## config.mk

```make
export PLATFORM = sky130hd
export DESIGN_NAME = array_linked_list_engine_top
export DESIGN_NICKNAME = d
export VERILOG_FILES = /design/src/rtl/alle_pkg.sv /design/src/rtl/array_linked_list_engine_top.sv /design/src/rtl/alle_ram.sv /design/src/rtl/alle_link_store.sv
export SDC_FILE = /design/constraint.sdc
export NUM_CORES = 1
export LEC_CHECK = 0
export BUFFER_PORTS_ARGS = -buffer_cell sky130_fd_sc_hd__buf_2
export CORE_MARGIN = 2
export CORE_UTILIZATION = 60
export CTS_BUF_LIST = sky130_fd_sc_hd__clkbuf_2
export CTS_CLUSTER_DIAMETER = 30
export DETAILED_ROUTE_END_ITERATION = 16
export GPL_ROUTABILITY_DRIVEN = 0
export PLACE_DENSITY_LB_ADDON = 0.3
export SLEW_MARGIN = 20
export SYNTH_ARGS = -nofsm -noshare
export SYNTH_HDL_FRONTEND = slang
export SYNTH_SLANG_ARGS = --single-unit
```

## constraint.sdc

```tcl
create_clock -name aclk -period 17 [get_ports aclk]
set_clock_uncertainty 0.2 [all_clocks]
set_input_delay 5.1 -clock aclk [delete_from_list [all_inputs] [get_ports aclk]]
set_output_delay 5.1 -clock aclk [all_outputs]
set_load 0.02 [all_outputs]
```

## src/rtl/alle_pkg.sv

```systemverilog
`timescale 1ns / 1ps
// ----------------------------------------------------------------------------
// alle_pkg: shared definitions for the array linked list engine
// Sizes, pointer codes, opcode and status codes, and the control bundle that
// the sequencer sends to the link store.
// ----------------------------------------------------------------------------
package alle_pkg;

    // Node store geometry.
    localparam int NODE_COUNT = 16;
    localparam int ELEM_W     = 32;
    localparam int IDX_W      = $clog2(NODE_COUNT);
    // A pointer also holds the null code, one past the last node index.
    localparam int PTR_W      = $clog2(NODE_COUNT + 1);

    // Fixed port widths.
    localparam int OPCODE_W = 3;
    localparam int VALUE_W  = 32;
    localparam int STATUS_W = 2;
    localparam int LEN_W    = 5;

    localparam logic [PTR_W-1:0] NULL_LINK = PTR_W'(NODE_COUNT);

    // Opcodes.
    localparam logic [OPCODE_W-1:0] OP_CLEAR     = 3'd0;
    localparam logic [OPCODE_W-1:0] OP_INS_FRONT = 3'd1;
    localparam logic [OPCODE_W-1:0] OP_INS_BACK  = 3'd2;
    localparam logic [OPCODE_W-1:0] OP_REMOVE    = 3'd3;
    localparam logic [OPCODE_W-1:0] OP_QUERY     = 3'd4;

    // Status codes.
    localparam logic [STATUS_W-1:0] ST_DONE      = 2'd0;
    localparam logic [STATUS_W-1:0] ST_FULL      = 2'd1;
    localparam logic [STATUS_W-1:0] ST_NOT_FOUND = 2'd2;

    // Control bundle from the sequencer to the link store.
    typedef struct packed {
        logic             clear;
        logic             wr_en;
        logic [IDX_W-1:0] wr_addr;
        logic [PTR_W-1:0] wr_data;
        logic             rd_en;
        logic [IDX_W-1:0] rd_addr;
    } link_req_t;

    // True when a pointer names a real node.
    function automatic logic is_node(input logic [PTR_W-1:0] ptr);
        return ptr < PTR_W'(NODE_COUNT);
    endfunction

endpackage

```

## src/rtl/array_linked_list_engine_top.sv

```systemverilog
`timescale 1ns / 1ps
// ----------------------------------------------------------------------------
// array_linked_list_engine_top: singly linked list in a fixed node store
// Sequencer that runs list operations over an element RAM and a link store.
// ----------------------------------------------------------------------------
// Usage:
// The input channel (s_valid, s_ready, s_opcode, s_value) takes one operation
// per transaction: clear, insert at front, insert at back, remove the first
// node equal to s_value, or query. Each operation gives exactly one result
// transaction on the output channel (m_valid, m_ready, m_*): status, first
// and last element, length, and the empty and full flags.
// s_ready is high only while the sequencer is idle; one operation runs at a
// time. Clear, query, a full insert and a remove on an empty list go straight
// to the result step (S_DONE); an insert first passes S_INS, and S_APPEND at
// the back of a non-empty list. A remove walks the list one node per cycle
// through the shared read port of the two node memories and the value
// comparator, then unlinks the matched node in S_UNLINK and, if needed,
// S_RELINK or S_HEAD_LD. s_ready returns in the cycle that m_valid rises.
// The result waits in an output register; while the receiver stalls, the
// next operation can still be accepted and worked, and it holds in its last
// step until the output register frees. A synchronous reset (aresetn low)
// empties the list and rebuilds the free chain at once; no clearing pass.
// ----------------------------------------------------------------------------
module array_linked_list_engine_top (
    input  logic                          aclk,
    input  logic                          aresetn,
    input  logic                          s_valid,
    output logic                          s_ready,
    input  logic [alle_pkg::OPCODE_W-1:0] s_opcode,
    input  logic [alle_pkg::VALUE_W-1:0]  s_value,
    output logic                          m_valid,
    input  logic                          m_ready,
    output logic [alle_pkg::STATUS_W-1:0] m_status,
    output logic [alle_pkg::VALUE_W-1:0]  m_first_value,
    output logic [alle_pkg::VALUE_W-1:0]  m_last_value,
    output logic [alle_pkg::LEN_W-1:0]    m_length,
    output logic                          m_is_empty,
    output logic                          m_is_full
);
    import alle_pkg::*;

    typedef enum logic [2:0] {
        S_IDLE,
        S_INS,
        S_APPEND,
        S_WALK,
        S_UNLINK,
        S_RELINK,
        S_HEAD_LD,
        S_DONE
    } state_t;

    state_t state_reg, state_next;

    // List bookkeeping.
    logic [PTR_W-1:0]    head_reg, head_next;
    logic [PTR_W-1:0]    tail_reg, tail_next;
    logic [PTR_W-1:0]    free_reg, free_next;
    logic [PTR_W-1:0]    count_reg, count_next;
    logic [ELEM_W-1:0]   head_val_reg, head_val_next;
    logic [ELEM_W-1:0]   tail_val_reg, tail_val_next;

    // Operation in progress.
    logic [OPCODE_W-1:0] op_reg, op_next;
    logic [ELEM_W-1:0]   val_reg, val_next;
    logic [STATUS_W-1:0] status_reg, status_next;
    logic [PTR_W-1:0]    node_reg, node_next;
    logic [PTR_W-1:0]    cur_reg, cur_next;
    logic [PTR_W-1:0]    prev_reg, prev_next;
    logic [ELEM_W-1:0]   prev_val_reg, prev_val_next;
    logic [PTR_W-1:0]    nxt_reg, nxt_next;
    logic [PTR_W-1:0]    steps_reg, steps_next;

    // Output register.
    logic                m_valid_reg, m_valid_next;
    logic [STATUS_W-1:0] m_status_reg, m_status_next;
    logic [VALUE_W-1:0]  m_first_reg, m_first_next;
    logic [VALUE_W-1:0]  m_last_reg, m_last_next;
    logic [LEN_W-1:0]    m_length_reg, m_length_next;
    logic                m_empty_reg, m_empty_next;
    logic                m_full_reg, m_full_next;

    // Memory ports.
    link_req_t           link_req;
    logic [PTR_W-1:0]    link_rd;
    logic                elem_wr_en;
    logic [ELEM_W-1:0]   elem_rd;
    logic                match;

    alle_link_store u_link (
        .aclk    (aclk),
        .aresetn (aresetn),
        .req     (link_req),
        .rd_data (link_rd)
    );

    // Both memories share one read address; the element store is written
    // only when a node is taken from the free chain.
    alle_ram #(
        .WIDTH (ELEM_W),
        .DEPTH (NODE_COUNT)
    ) u_elem (
        .aclk    (aclk),
        .wr_en   (elem_wr_en),
        .wr_addr (free_reg[IDX_W-1:0]),
        .wr_data (val_reg),
        .rd_en   (link_req.rd_en),
        .rd_addr (link_req.rd_addr),
        .rd_data (elem_rd)
    );

    // The shared comparator checks the node just read against the key.
    assign match = (elem_rd == val_reg);

    // Sequencer next-state logic.
    always_comb begin
        state_next    = state_reg;
        head_next     = head_reg;
        tail_next     = tail_reg;
        free_next     = free_reg;
        count_next    = count_reg;
        head_val_next = head_val_reg;
        tail_val_next = tail_val_reg;
        op_next       = op_reg;
        val_next      = val_reg;
        status_next   = status_reg;
        node_next     = node_reg;
        cur_next      = cur_reg;
        prev_next     = prev_reg;
        prev_val_next = prev_val_reg;
        nxt_next      = nxt_reg;
        steps_next    = steps_reg;
        m_valid_next  = m_valid_reg;
        m_status_next = m_status_reg;
        m_first_next  = m_first_reg;
        m_last_next   = m_last_reg;
        m_length_next = m_length_reg;
        m_empty_next  = m_empty_reg;
        m_full_next   = m_full_reg;
        link_req      = '0;
        elem_wr_en    = 1'b0;

        // The receiver took the current result.
        if (m_valid_reg && m_ready) begin
            m_valid_next = 1'b0;
        end

        unique case (state_reg)
            S_IDLE: begin
                if (s_valid) begin
                    op_next     = s_opcode;
                    val_next    = ELEM_W'(s_value);
                    status_next = ST_DONE;
                    state_next  = S_DONE;
                    unique case (s_opcode) inside
                        OP_CLEAR: begin
                            link_req.clear = 1'b1;
                            head_next      = NULL_LINK;
                            tail_next      = NULL_LINK;
                            free_next      = '0;
                            count_next     = '0;
                        end
                        OP_INS_FRONT, OP_INS_BACK: begin
                            if (!is_node(free_reg)) begin
                                status_next = ST_FULL;
                            end else begin
                                // Fetch the link of the free node to pop it.
                                link_req.rd_en   = 1'b1;
                                link_req.rd_addr = free_reg[IDX_W-1:0];
                                state_next       = S_INS;
                            end
                        end
                        OP_REMOVE: begin
                            if (!is_node(head_reg)) begin
                                status_next = ST_NOT_FOUND;
                            end else begin
                                link_req.rd_en   = 1'b1;
                                link_req.rd_addr = head_reg[IDX_W-1:0];
                                cur_next         = head_reg;
                                prev_next        = NULL_LINK;
                                steps_next       = '0;
                                state_next       = S_WALK;
                            end
                        end
                        default: begin
                            // Query and unused codes leave the list as is.
                        end
                    endcase
                end
            end

            S_INS: begin
                // Pop the free node, store the element and link it in.
                elem_wr_en       = 1'b1;
                free_next        = link_rd;
                count_next       = count_reg + PTR_W'(1);
                node_next        = free_reg;
                link_req.wr_en   = 1'b1;
                link_req.wr_addr = free_reg[IDX_W-1:0];
                state_next       = S_DONE;
                if (op_reg == OP_INS_FRONT) begin
                    link_req.wr_data = head_reg;
                    if (!is_node(head_reg)) begin
                        tail_next     = free_reg;
                        tail_val_next = val_reg;
                    end
                    head_next     = free_reg;
                    head_val_next = val_reg;
                end else begin
                    link_req.wr_data = NULL_LINK;
                    if (is_node(tail_reg)) begin
                        state_next = S_APPEND;
                    end else begin
                        head_next     = free_reg;
                        head_val_next = val_reg;
                        tail_next     = free_reg;
                        tail_val_next = val_reg;
                    end
                end
            end

            S_APPEND: begin
                // Hang the new node after the old tail.
                link_req.wr_en   = 1'b1;
                link_req.wr_addr = tail_reg[IDX_W-1:0];
                link_req.wr_data = node_reg;
                tail_next        = node_reg;
                tail_val_next    = val_reg;
                state_next       = S_DONE;
            end

            S_WALK: begin
                // One node per cycle: compare, then follow the link.
                if (steps_reg >= PTR_W'(NODE_COUNT)) begin
                    status_next = ST_NOT_FOUND;
                    state_next  = S_DONE;
                end else if (match) begin
                    nxt_next   = link_rd;
                    state_next = S_UNLINK;
                end else if (!is_node(link_rd)) begin
                    status_next = ST_NOT_FOUND;
                    state_next  = S_DONE;
                end else begin
                    prev_next        = cur_reg;
                    prev_val_next    = elem_rd;
                    cur_next         = link_rd;
                    steps_next       = steps_reg + PTR_W'(1);
                    link_req.rd_en   = 1'b1;
                    link_req.rd_addr = link_rd[IDX_W-1:0];
                end
            end

            S_UNLINK: begin
                // Return the matched node to the head of the free chain.
                link_req.wr_en   = 1'b1;
                link_req.wr_addr = cur_reg[IDX_W-1:0];
                link_req.wr_data = free_reg;
                free_next        = cur_reg;
                if (count_reg != '0) begin
                    count_next = count_reg - PTR_W'(1);
                end
                if (tail_reg == cur_reg) begin
                    tail_next     = prev_reg;
                    tail_val_next = prev_val_reg;
                end
                if (is_node(prev_reg)) begin
                    state_next = S_RELINK;
                end else begin
                    head_next = nxt_reg;
                    if (is_node(nxt_reg)) begin
                        // The new head's element must be fetched.
                        link_req.rd_en   = 1'b1;
                        link_req.rd_addr = nxt_reg[IDX_W-1:0];
                        state_next       = S_HEAD_LD;
                    end else begin
                        state_next = S_DONE;
                    end
                end
            end

            S_RELINK: begin
                link_req.wr_en   = 1'b1;
                link_req.wr_addr = prev_reg[IDX_W-1:0];
                link_req.wr_data = nxt_reg;
                state_next       = S_DONE;
            end

            S_HEAD_LD: begin
                head_val_next = elem_rd;
                state_next    = S_DONE;
            end

            S_DONE: begin
                // Load the result once the output register is free.
                if (!m_valid_reg || m_ready) begin
                    m_valid_next  = 1'b1;
                    m_status_next = status_reg;
                    m_first_next  = is_node(head_reg) ? VALUE_W'(head_val_reg) : '0;
                    m_last_next   = is_node(tail_reg) ? VALUE_W'(tail_val_reg) : '0;
                    m_length_next = LEN_W'(count_reg);
                    m_empty_next  = !is_node(head_reg);
                    m_full_next   = !is_node(free_reg);
                    state_next    = S_IDLE;
                end
            end

            default: begin
                state_next = S_IDLE;
            end
        endcase
    end

    // State, list pointers and registered outputs.
    always_ff @(posedge aclk) begin
        if (!aresetn) begin
            state_reg   <= S_IDLE;
            head_reg    <= NULL_LINK;
            tail_reg    <= NULL_LINK;
            free_reg    <= '0;
            count_reg   <= '0;
            m_valid_reg <= 1'b0;
        end else begin
            state_reg   <= state_next;
            head_reg    <= head_next;
            tail_reg    <= tail_next;
            free_reg    <= free_next;
            count_reg   <= count_next;
            m_valid_reg <= m_valid_next;
        end
        head_val_reg  <= head_val_next;
        tail_val_reg  <= tail_val_next;
        op_reg        <= op_next;
        val_reg       <= val_next;
        status_reg    <= status_next;
        node_reg      <= node_next;
        cur_reg       <= cur_next;
        prev_reg      <= prev_next;
        prev_val_reg  <= prev_val_next;
        nxt_reg       <= nxt_next;
        steps_reg     <= steps_next;
        m_status_reg  <= m_status_next;
        m_first_reg   <= m_first_next;
        m_last_reg    <= m_last_next;
        m_length_reg  <= m_length_next;
        m_empty_reg   <= m_empty_next;
        m_full_reg    <= m_full_next;
    end

    assign s_ready       = (state_reg == S_IDLE);
    assign m_valid       = m_valid_reg;
    assign m_status      = m_status_reg;
    assign m_first_value = m_first_reg;
    assign m_last_value  = m_last_reg;
    assign m_length      = m_length_reg;
    assign m_is_empty    = m_empty_reg;
    assign m_is_full     = m_full_reg;

endmodule

```

## src/rtl/alle_ram.sv

```systemverilog
`timescale 1ns / 1ps
// ----------------------------------------------------------------------------
// alle_ram: generic single-write, single-read RAM
// One write port and one read port with registered read data.
// ----------------------------------------------------------------------------
module alle_ram #(
    parameter int WIDTH = 32,
    parameter int DEPTH = 16
) (
    input  logic                     aclk,
    input  logic                     wr_en,
    input  logic [$clog2(DEPTH)-1:0] wr_addr,
    input  logic [WIDTH-1:0]         wr_data,
    input  logic                     rd_en,
    input  logic [$clog2(DEPTH)-1:0] rd_addr,
    output logic [WIDTH-1:0]         rd_data
);

    logic [WIDTH-1:0] mem [DEPTH];
    logic [WIDTH-1:0] rd_data_reg;

    // Write port and registered read port.
    always_ff @(posedge aclk) begin
        if (wr_en) begin
            mem[wr_addr] <= wr_data;
        end
        if (rd_en) begin
            rd_data_reg <= mem[rd_addr];
        end
    end

    assign rd_data = rd_data_reg;

endmodule

```

## src/rtl/alle_link_store.sv

```systemverilog
`timescale 1ns / 1ps
// ----------------------------------------------------------------------------
// alle_link_store: node link memory with per-entry valid bits
// An entry that has not been written since reset or the last clear reads as
// its rebuilt value, a link to the next node, or null for the last node.
// ----------------------------------------------------------------------------
module alle_link_store (
    input  logic                      aclk,
    input  logic                      aresetn,
    input  alle_pkg::link_req_t       req,
    output logic [alle_pkg::PTR_W-1:0] rd_data
);
    import alle_pkg::*;

    logic [PTR_W-1:0]      ram_rd_data;
    logic [NODE_COUNT-1:0] valid_reg;
    logic                  rd_valid_reg;
    logic [IDX_W-1:0]      rd_addr_reg;

    alle_ram #(
        .WIDTH (PTR_W),
        .DEPTH (NODE_COUNT)
    ) u_ram (
        .aclk    (aclk),
        .wr_en   (req.wr_en),
        .wr_addr (req.wr_addr),
        .wr_data (req.wr_data),
        .rd_en   (req.rd_en),
        .rd_addr (req.rd_addr),
        .rd_data (ram_rd_data)
    );

    // Valid bits: a write marks an entry, a clear drops them all at once.
    always_ff @(posedge aclk) begin
        if (!aresetn || req.clear) begin
            valid_reg <= '0;
        end else if (req.wr_en) begin
            valid_reg[req.wr_addr] <= 1'b1;
        end
    end

    // Track the valid bit and address of the read in flight.
    always_ff @(posedge aclk) begin
        if (!aresetn) begin
            rd_valid_reg <= 1'b0;
        end else if (req.rd_en) begin
            rd_valid_reg <= valid_reg[req.rd_addr];
        end
    end

    always_ff @(posedge aclk) begin
        if (req.rd_en) begin
            rd_addr_reg <= req.rd_addr;
        end
    end

    // The rebuilt link of node i is i + 1, which is null for the last node.
    assign rd_data = rd_valid_reg ? ram_rd_data
                                  : PTR_W'(rd_addr_reg) + PTR_W'(1);

endmodule

```

### Word level (Yosys, flattened, before mapping)

Memories as Yosys holds them, arrays and structs flattened. A register that Yosys moved wholly into a read port is not among the register bits.
Cells that the tools add are included.

| storage, ports and cells | value |
|---|---|
| register bits | 276 |
| memory bits (writable) | 592 |
| input bits | 39 |
| output and inout port bits | 75 |
| logic and storage cells | 197 |
| memories kept | 2 |

Memories:

| memory | words | width | read ports | clocked after memory_dff | write ports | RTL line | RTL |
|---|---|---|---|---|---|---|---|
| u_elem.mem | 16 | 32 | 1 | 1 | 1 | alle_ram.sv:19 | `logic [WIDTH-1:0] mem [DEPTH];` |
| u_link.u_ram.mem | 16 | 5 | 1 | 1 | 1 | alle_ram.sv:19 |  |

| operators by class | value |
|---|---|
| add/sub/neg operators | 4 |
| order comparisons | 10 |
| eq/ne operators | 29 |
| muxes and demuxes | 92 |
| bitwise gates (word level) | 3 |
| reductions and logical operators | 31 |

Operator list:

| cell | number |
|---|---|
| two-way mux 5 bit | 39 |
| two-way mux 32 bit | 5 |
| one-hot mux 32 bit (3 select lines) | 1 |
| one-hot mux 32 bit (2 select lines) | 1 |
| one-hot mux 5 bit (3 select lines) | 4 |
| one-hot mux 10 bit (4 select lines) | 1 |
| one-hot mux 5 bit (2 select lines) | 4 |
| equality test 32 bit | 1 |
| < comparator 5 bit (second input constant) | 6 |
| two-way mux 3 bit | 10 |
| one-hot mux 5 bit (4 select lines) | 1 |
| one-hot mux 3 bit (6 select lines) | 1 |
| inequality test 2 bit (second input constant) | 8 |
| OR 16 bit | 1 |
| AND reduction 4 bit | 4 |
| two-way mux 1 bit | 15 |
| equality test 3 x 2 -> 1 bit (second input constant) | 4 |
| equality test 3 bit (second input constant) | 4 |
| inequality test 3 bit (second input constant) | 4 |
| adder 5 x 1 -> 5 bit (second input constant) | 2 |
| < comparator 4 x 5 -> 1 bit (second input constant) | 2 |
| two-way mux 2 bit | 5 |
| equality test 3 x 1 -> 1 bit (second input constant) | 3 |
| AND reduction 3 bit | 3 |
| other kinds (26) | 40 |

### Depth between registers and ports, before layout

Gate-level depths: netlist of the first run.

| depth | value |
|---|---|
| depth in word-level cells | 9 |
| depth in mapped cells | 14 |

### By module

A second synthesis of the first run with hierarchy kept.

| unflattened totals | value |
|---|---|
| cell total of the unflattened synthesis | 1878 |
| area total of the unflattened synthesis | 35047.4 um^2 |

Modules (own cells, without submodules):

| module | times used | cells an instance | area each (um^2) | sequential area each (um^2) |
|---|---|---|---|---|
| alle_ram (u_elem) | 1 | 838 | 20174.3 | 16335.7 |
| array_linked_list_engine_top | 1 | 788 | 10677.7 | 7417.1 |
| alle_ram (u_link.u_ram) | 1 | 155 | 3263.1 | 2552.4 |
| alle_link_store | 1 | 97 | 932.1 | 460.4 |

### Least setup slack after synthesis of the first run

OpenSTA, ideal clock, no wires.

| timing path | value |
|---|---|
| path type | in2reg |
| from | input port m_ready |
| to | register m_first_reg[0], in the netlist m_first_value[0], enable pin |
| setup time | 0.514 ns |
| data arrival time | 8.506 ns |
| data required time | 16.286 ns |
| setup slack | 7.779 ns |
| stages on the path | 2 |
| path buffers | 0 |
| path through | nand2b_1 nor2b_1 |

| between the ends | value |
|---|---|
| longest elaborated chain between the ends | 2 |

RTL lines:

| what | RTL line | RTL |
|---|---|---|
| start: declaration | array_linked_list_engine_top.sv:32 | `input logic m_ready,` |
| logical OR 1 bit | array_linked_list_engine_top.sv:295 | `if (!m_valid_reg \|\| m_ready) begin` |
| AND reduction 2 bit (no line) | - |  |
| end signal: assignment | array_linked_list_engine_top.sv:342 | `m_first_reg <= m_first_next;` |
| end: declaration | array_linked_list_engine_top.sv:77 | `logic [VALUE_W-1:0] m_first_reg, m_first_next;` |

No other way between the ends.
A chain may end at the register's enable or synchronous reset.

### Final worst setup path of the first run

| timing path | value |
|---|---|
| from | input port s_opcode[0] in the netlist's numbering |
| to | register u_elem.rd_data_reg[6], in the netlist u_elem.rd_data[6] (read register of u_elem.mem) (data pin) |

| between the ends | value |
|---|---|
| longest elaborated chain between the ends | 5 |

RTL lines:

| what | RTL line | RTL |
|---|---|---|
| start: declaration | array_linked_list_engine_top.sv:29 | `input logic [alle_pkg::OPCODE_W-1:0] s_opcode,` |
| equality test 3 x 1 -> 1 bit (no line) or equality test 3 x 2 -> 1 bit (tied branches) | - |  |
| OR reduction 2 bit | array_linked_list_engine_top.sv:155 | `unique case (s_opcode) inside` |
| one-hot mux 5 bit (2 select lines) * | array_linked_list_engine_top.sv:155 |  |
| two-way mux 5 bit * | array_linked_list_engine_top.sv:150 | `if (s_valid) begin` |
| one-hot mux 5 bit (3 select lines) * | array_linked_list_engine_top.sv:148 | `unique case (state_reg)` |
| end: declaration | alle_ram.sv:20 | `logic [WIDTH-1:0] rd_data_reg;` |

Mark *: on every way between the ends. The rest lies on a longest branch, timed or not.

==> flow_metrics.tcl, run 1 <==
set metrics [dict create \
    ctsHoldBuffers 0 \
    final_cell_area_um2 40130 \
    grt_overflow 0 \
    crit_path_end_kind "register" \
    areaGrowthSynthToFinish_pct 10.05 \
    crit_path_end "u_elem.rd_data[6]$_DFFE_PP_" \
    path_class "in2reg" \
    core_area_um2 60250 \
    die-area_um2 62760 \
    report.final.slew_viol_count 0 \
    cts_tree "yes" \
    worst_pin_slew_ns 1.137 \
    synth_area_um2 36460 \
    hp-class "reg2reg" \
    ios 114 \
    rrSetupSlack_ns 10.62 \
    htreeDepth 4 \
    synth_flop_cell "edfxtp_1" \
    largest_reg_flops 512 \
    timing.fmax_mhz 117.9 \
    yosysTopAreaCell "edfxtp_1" \
    drive_gt1_share_pct 22.27 \
    hpwl_um 46300 \
    ctsResizeCount 0 \
    crit_path_start "s_opcode[0]" \
    critPathMostFrequentCell "buf_4" \
    cp-start-kind "primary input" \
    top_regs "u_elem.mem (512), u_link.u_ram.mem (80)" \
    io_buffers 113 \
    synthTopCellsByArea "edfxtp_1 (71%), nand2_1 (4.5%), mux2i_1 (4.5%)" \
    setup_viol 0 \
    grt_max_degree 121 \
    pwr-share-comb_pct 13.1 \
    cts_root_buf "clkbuf_2" \
    power_density_nw_per_um2 119.1 \
    finalWorstSetupSlack_ns 8.515 \
    routedWlPerCell_um 22.59 \
    synth.ff_latch_count 905 \
    synth_common_cells "edfxtp_1 (864), nand2_1 (441), mux2i_1 (165), nand3_1 (85), nor2b_1 (81)" \
    cts_sinks 905 \
    syn-mean-instance-area_um2 14.79 \
    die_width_um 250.5 \
    postRouteAntennaNets 0 \
    tns_ns 0 \
    cts_made_buffers 216 \
    peakVddDrop_uv 70.98 \
    ys_async_sr_fraction_pct 0 \
    rsz0062_at_grt "false" \
    max_cap_viol_count 0 \
    worst-path-max-fanout 88 \
    arrival_ns 9.51 \
    max_flop_register "u_elem.mem" \
    final.min_clock_period_ns 8.485 \
    crit_chain "buf_2 -> xnor2_1 -> nor3_2 -> a22o_1 -> a32oi_1 -> o31a_4 -> buf_4 -> buf_4 -> mux2i_1 -> a221oi_2 -> a31oi_1 -> o211ai_1" \
    worstPathRequired_ns 18.03 \
    swShare_pct 28.13 \
    dr.first_iter.drc_count 2436 \
    wirelength_um 83320 \
    hold_start "u_elem.rd_data[7]$_DFFE_PP_" \
    outcome "complete, no violations" \
    final_nets 2773 \
    clk_pin_slew_worst_paths_ns 0.12 \
    max_slew_margin_pct 23.95 \
    place_area_um2 38000 \
    timing.rr.end "u_elem.rd_data[6]$_DFFE_PP_" \
    synth_top_cell_area_share_pct 71.16 \
    first_pass_iters 6 \
    clockPowerShare_pct 30.2 \
    rows 90 \
    grt_pass1_wl_um 126400 \
    min_period_over_period_pct 49.91 \
    syn_nets 2511 \
    cts_buffer_depth 3 \
    rr_worst_depth 12 \
    vias 21985 \
    p_switching_mw 1.344 \
    vias_per_cell 5.961 \
    max_stage_delay_ns 0.97 \
    p_leak_nw 15.18 \
    hold_viol_final 0 \
    start_util_pct 60.52 \
    antenna_found_initial 2 \
    grt_pass1_vias 21988 \
    seq_area_frac_synth_pct 73.41 \
    place_ws_ns 7.154 \
    die_h_um 250.5 \
    p_int_mw 3.434 \
    cts_setup_buffers 0 \
    synth.most_common_cell "edfxtp_1" \
    syn-instance-count 2465 \
    slowest_stage "buf_4" \
    synth_edf_count 864 \
    drc_errors 0 \
    p_seq_share_pct 56.7 \
    synth.distinct_cells 75 \
    clk_latency_ns 1.42 \
    yosysWarnings 0 \
    grtUsageTotal_pct 26.87 \
    r2r_start "state_reg[0]$_SDFFE_PN0P_" \
]
## cell type report
type,instances,area [um2]
flip-flops and latches,905,26770
well taps,782,978.4
fillers,4153,20120
clock inverters,98,598.1
multi-input cells,1367,8974
diodes,1,2.502
repair buffers,182,1104
inverters,55,214.0
clock buffers,298,1491
## power by group through the flow
stage	sequential, mW	clock [mW]	combinational (mW)
after detailed placement	2.76	0	0.618
after global routing	2.72	1.58	0.680
after global placement	2.75	0	0.600
final	2.71	1.44	0.627
after CTS	2.71	1.48	0.620
after floorplan	2.75	0	0.413
## cell families (layout without fill, tap and decap cells)
logic type / count (synthesis) / in the layout / share of synthesized area, %
multiplexers: 199 / 199 / 5.580
XOR/XNOR: 45 / 45 / 1.081
buffers and inverters: 193 / 633 / 2.392
AND/OR/NAND/NOR: 773 / 773 / 9.701
other: 0 / 1 / 0
AO/OA/AOI/OAI: 343 / 343 / 7.577
adder cells (fa/ha/maj): 7 / 7 / 0.2608
flip-flops: 905 / 905 / 73.41
## metal layers
metal / GRT usage [%] / vias up / wire, um
li1: - / 9954 / -
met4: 11.60 / 0 / 2334
met1: 36.16 / 10640 / 32870
met5: 0 / - / 0
met2: 41.36 / 1207 / 38810
met3: 7.638 / 184 / 9305
## worst max-delay path, delay by kind of cell
family,cells,cell delay (ns)
AO/OA/AOI/OAI,6,1.65
multiplexers,1,0.23
AND/OR/NAND/NOR,1,0.12
buffers and inverters,3,2.01
XOR/XNOR,1,0.25
## metrics by stage
step / std cells / util [%] / power [mW] / hold slack [ns]
final: 3688 / 66.61 / 4.779 / 0.2452
after global placement: 3290 / 63.08 / 3.353 / 0.2081
after floorplan: 2465 / - / 3.164 / 0.2003
after detailed placement: 3290 / 63.08 / 3.377 / 0.2108
after global routing: 3688 / 66.61 / 4.987 / 0.2338
after CTS: 3686 / 66.54 / 4.803 / 0.2225
## how the worst min path moves through the flow
stage                           endpoint  cells after the start
3_5_place_dp       m_status[0]$_DFFE_PP_                      0
3_3_place_gp       m_status[1]$_DFFE_PP_                      0
4_1_cts        prev_val_reg[7]$_DFFE_PP_                      0
6_report       prev_val_reg[7]$_DFFE_PP_                      0
2_1_floorplan      m_status[0]$_DFFE_PP_                      0
5_1_grt        prev_val_reg[7]$_DFFE_PP_                      0
## cell usage in the layout, fill, tap and decap left out, types with 63 or more instances in the layout
cell type,instances
edfxtp_1,864
clkbuf_2,298
buf_2,113
nand3_1,85
buf_4,68
mux2i_1,165
nor2b_1,80
nand2_1,440
clkinv_1,63
a21oi_1,65
(Power assumes the default switching activity.)
==> run 2: changes to the inputs <==
- CORE_UTILIZATION: 60 -> 58
- clock period: 17 -> 7.63 ns (I/O delays scaled with it)
==> run 2 against run 1 <==
- clock power grew 130%
- combinational power grew 120%
- die area grew 3.4%
- first-iteration DRC count shrank 3.3%
- non-clock buffer count shrank 1
- sequential cell count is the same
- final cell count grew 1.3%
- sequential share of layout area shrank 0.30 points
- setup slack lost 6.2 ns
- register-to-register slack lost 8.3 ns
- critical path depth shrank 1
- design area grew 0.46%
==> flow_metrics.tcl, run 2 (same netlist as run 1, synthesis figures left out) <==
set metrics [dict create \
    outcome "complete, no violations" \
    ctsHoldBuffers 0 \
    arrival_ns 6.32 \
    max_flop_register "u_elem.mem" \
    max_cap_viol_count 0 \
    ctsResizeCount 0 \
    place_ws_ns 1.455 \
    setup_viol 0 \
    antenna_found_initial 1 \
    dr.first_iter.drc_count 2356 \
    report.final.slew_viol_count 0 \
    layout_common_cells "edfxtp_1 (864), nand2_1 (440), clkbuf_2 (298)" \
    die_h_um 254.7 \
    ios 114 \
    cts_buffer_depth 3 \
    hp-class "reg2reg" \
    postRouteAntennaNets 0 \
    htreeDepth 4 \
    hpwl_um 46660 \
    die_width_um 254.7 \
    final_nets 2772 \
    crit_path_end_kind "register" \
    final_cell_area_um2 40310 \
    clk_latency_ns 1.41 \
    cts_root_buf "clkbuf_2" \
    areaGrowthSynthToFinish_pct 10.56 \
    first_pass_iters 6 \
    p_leak_nw 15.21 \
    die-area_um2 64880 \
    path_class "reg2reg" \
    cts_sinks 905 \
    start_util_pct 58.87 \
    clk_pin_slew_worst_paths_ns 0.11 \
    cp-start-kind "register" \
    rsz0062_at_grt "false" \
    grtUsageTotal_pct 25.84 \
    grt_pass1_vias 21562 \
    worst-path-max-fanout 193 \
    grt_pass1_wl_um 124100 \
    largest_reg_flops 512 \
    drc_errors 0 \
    multi_input_area_um2 9001 \
    grt_max_degree 194 \
    top_regs "u_elem.mem (512), u_link.u_ram.mem (80)" \
    timing.fmax_mhz 188.6 \
    finalWorstSetupSlack_ns 2.329 \
    rows 91 \
    cts_tree "yes" \
    vias 21975 \
    p_total_mw 10.73 \
    cts_made_buffers 216 \
    max_slew_margin_pct 22.18 \
    vias_per_cell 5.884 \
    final.min_clock_period_ns 5.301 \
    seq_area_um2 26770 \
    worst_pin_slew_ns 1.167 \
    tns_ns 0 \
    fill_cells 4490 \
    place_area_um2 38120 \
    cts_setup_buffers 0 \
    hold_viol_final 0 \
    io_buffers 113 \
    min_period_over_period_pct 69.48 \
    peakVddDrop_uv 144.7 \
    drive_gt1_share_pct 22.41 \
    wirelength_um 82580 \
    grt_overflow 0 \
    worstPathRequired_ns 8.65 \
    final_common_cell "edfxtp_1" \
    core_area_um2 61940 \
    power_density_nw_per_um2 266.3 \
    routedWlPerCell_um 22.11 \
]
[run 2: stage by stage]
step                      hold slack, ns  instances  utilization, %
after detailed placement          0.2102       3344           61.55
final                             0.2365       3735           65.08
after floorplan                   0.2003       2465               -
after global routing              0.2387       3734           65.08
after global placement            0.2086       3344           61.54
after CTS                         0.2269       3732           65.01
[run 2: worst max-delay path, stage by stage, from the launching register on]
cell and delay (ns):
dfxtp_1 0.32, buf_4 0.34, and2b_1 0.29, nand2_2 0.58, inv_2 0.61, a32oi_1 0.48
o31a_4 0.37, buf_12 0.70, mux2i_1 0.22, a221oi_2 0.38, a31oi_1 0.09, o211ai_1 0.25
[run 2: report_power, final]
part	internal, mW	switching [mW]	leakage [nW]
clock	1.42	1.87	1.56
combinational	0.462	0.941	5.43
sequential	5.87	0.168	8.23
total	7.75	2.98	15.2
[run 2: final timing paths]
check	start	endpoint	slack (ns)	cells after the start
worst max-delay path	state_reg[0]$_SDFFE_PN0P_	u_elem.rd_data[3]$_DFFE_PP_	2.33	11
worst max register to register	state_reg[0]$_SDFFE_PN0P_	u_elem.rd_data[3]$_DFFE_PP_	2.33	11
worst min-delay path	status_reg[0]$_SDFFCE_PP0P_	m_status[0]$_DFFE_PP_	0.24	0
worst min register to register	status_reg[0]$_SDFFCE_PP0P_	m_status[0]$_DFFE_PP_	0.24	0
[run 2: metal layers]
layer | vias to the layer above | routed length, um | GRT usage [%]
li1 | 9929 | - | -
met1 | 10620 | 33040 | 35.98
met2 | 1272 | 38510 | 39.65
met3 | 154 | 8872 | 6.175
met4 | 0 | 2151 | 10.34
met5 | - | 0 | 0
[run 2: layout make-up]
class                           instances  share of cell area (%)
Antenna cell                            2                 0.01242
Multi-Input combinational cell       1367                   22.33
Clock inverter                         90                   1.614
Clock buffer                          298                   3.700
Tap cell                              837                   2.598
Inverter                               55                  0.5246
Timing Repair Buffer                  181                   2.821
Sequential cell                       905                   66.40
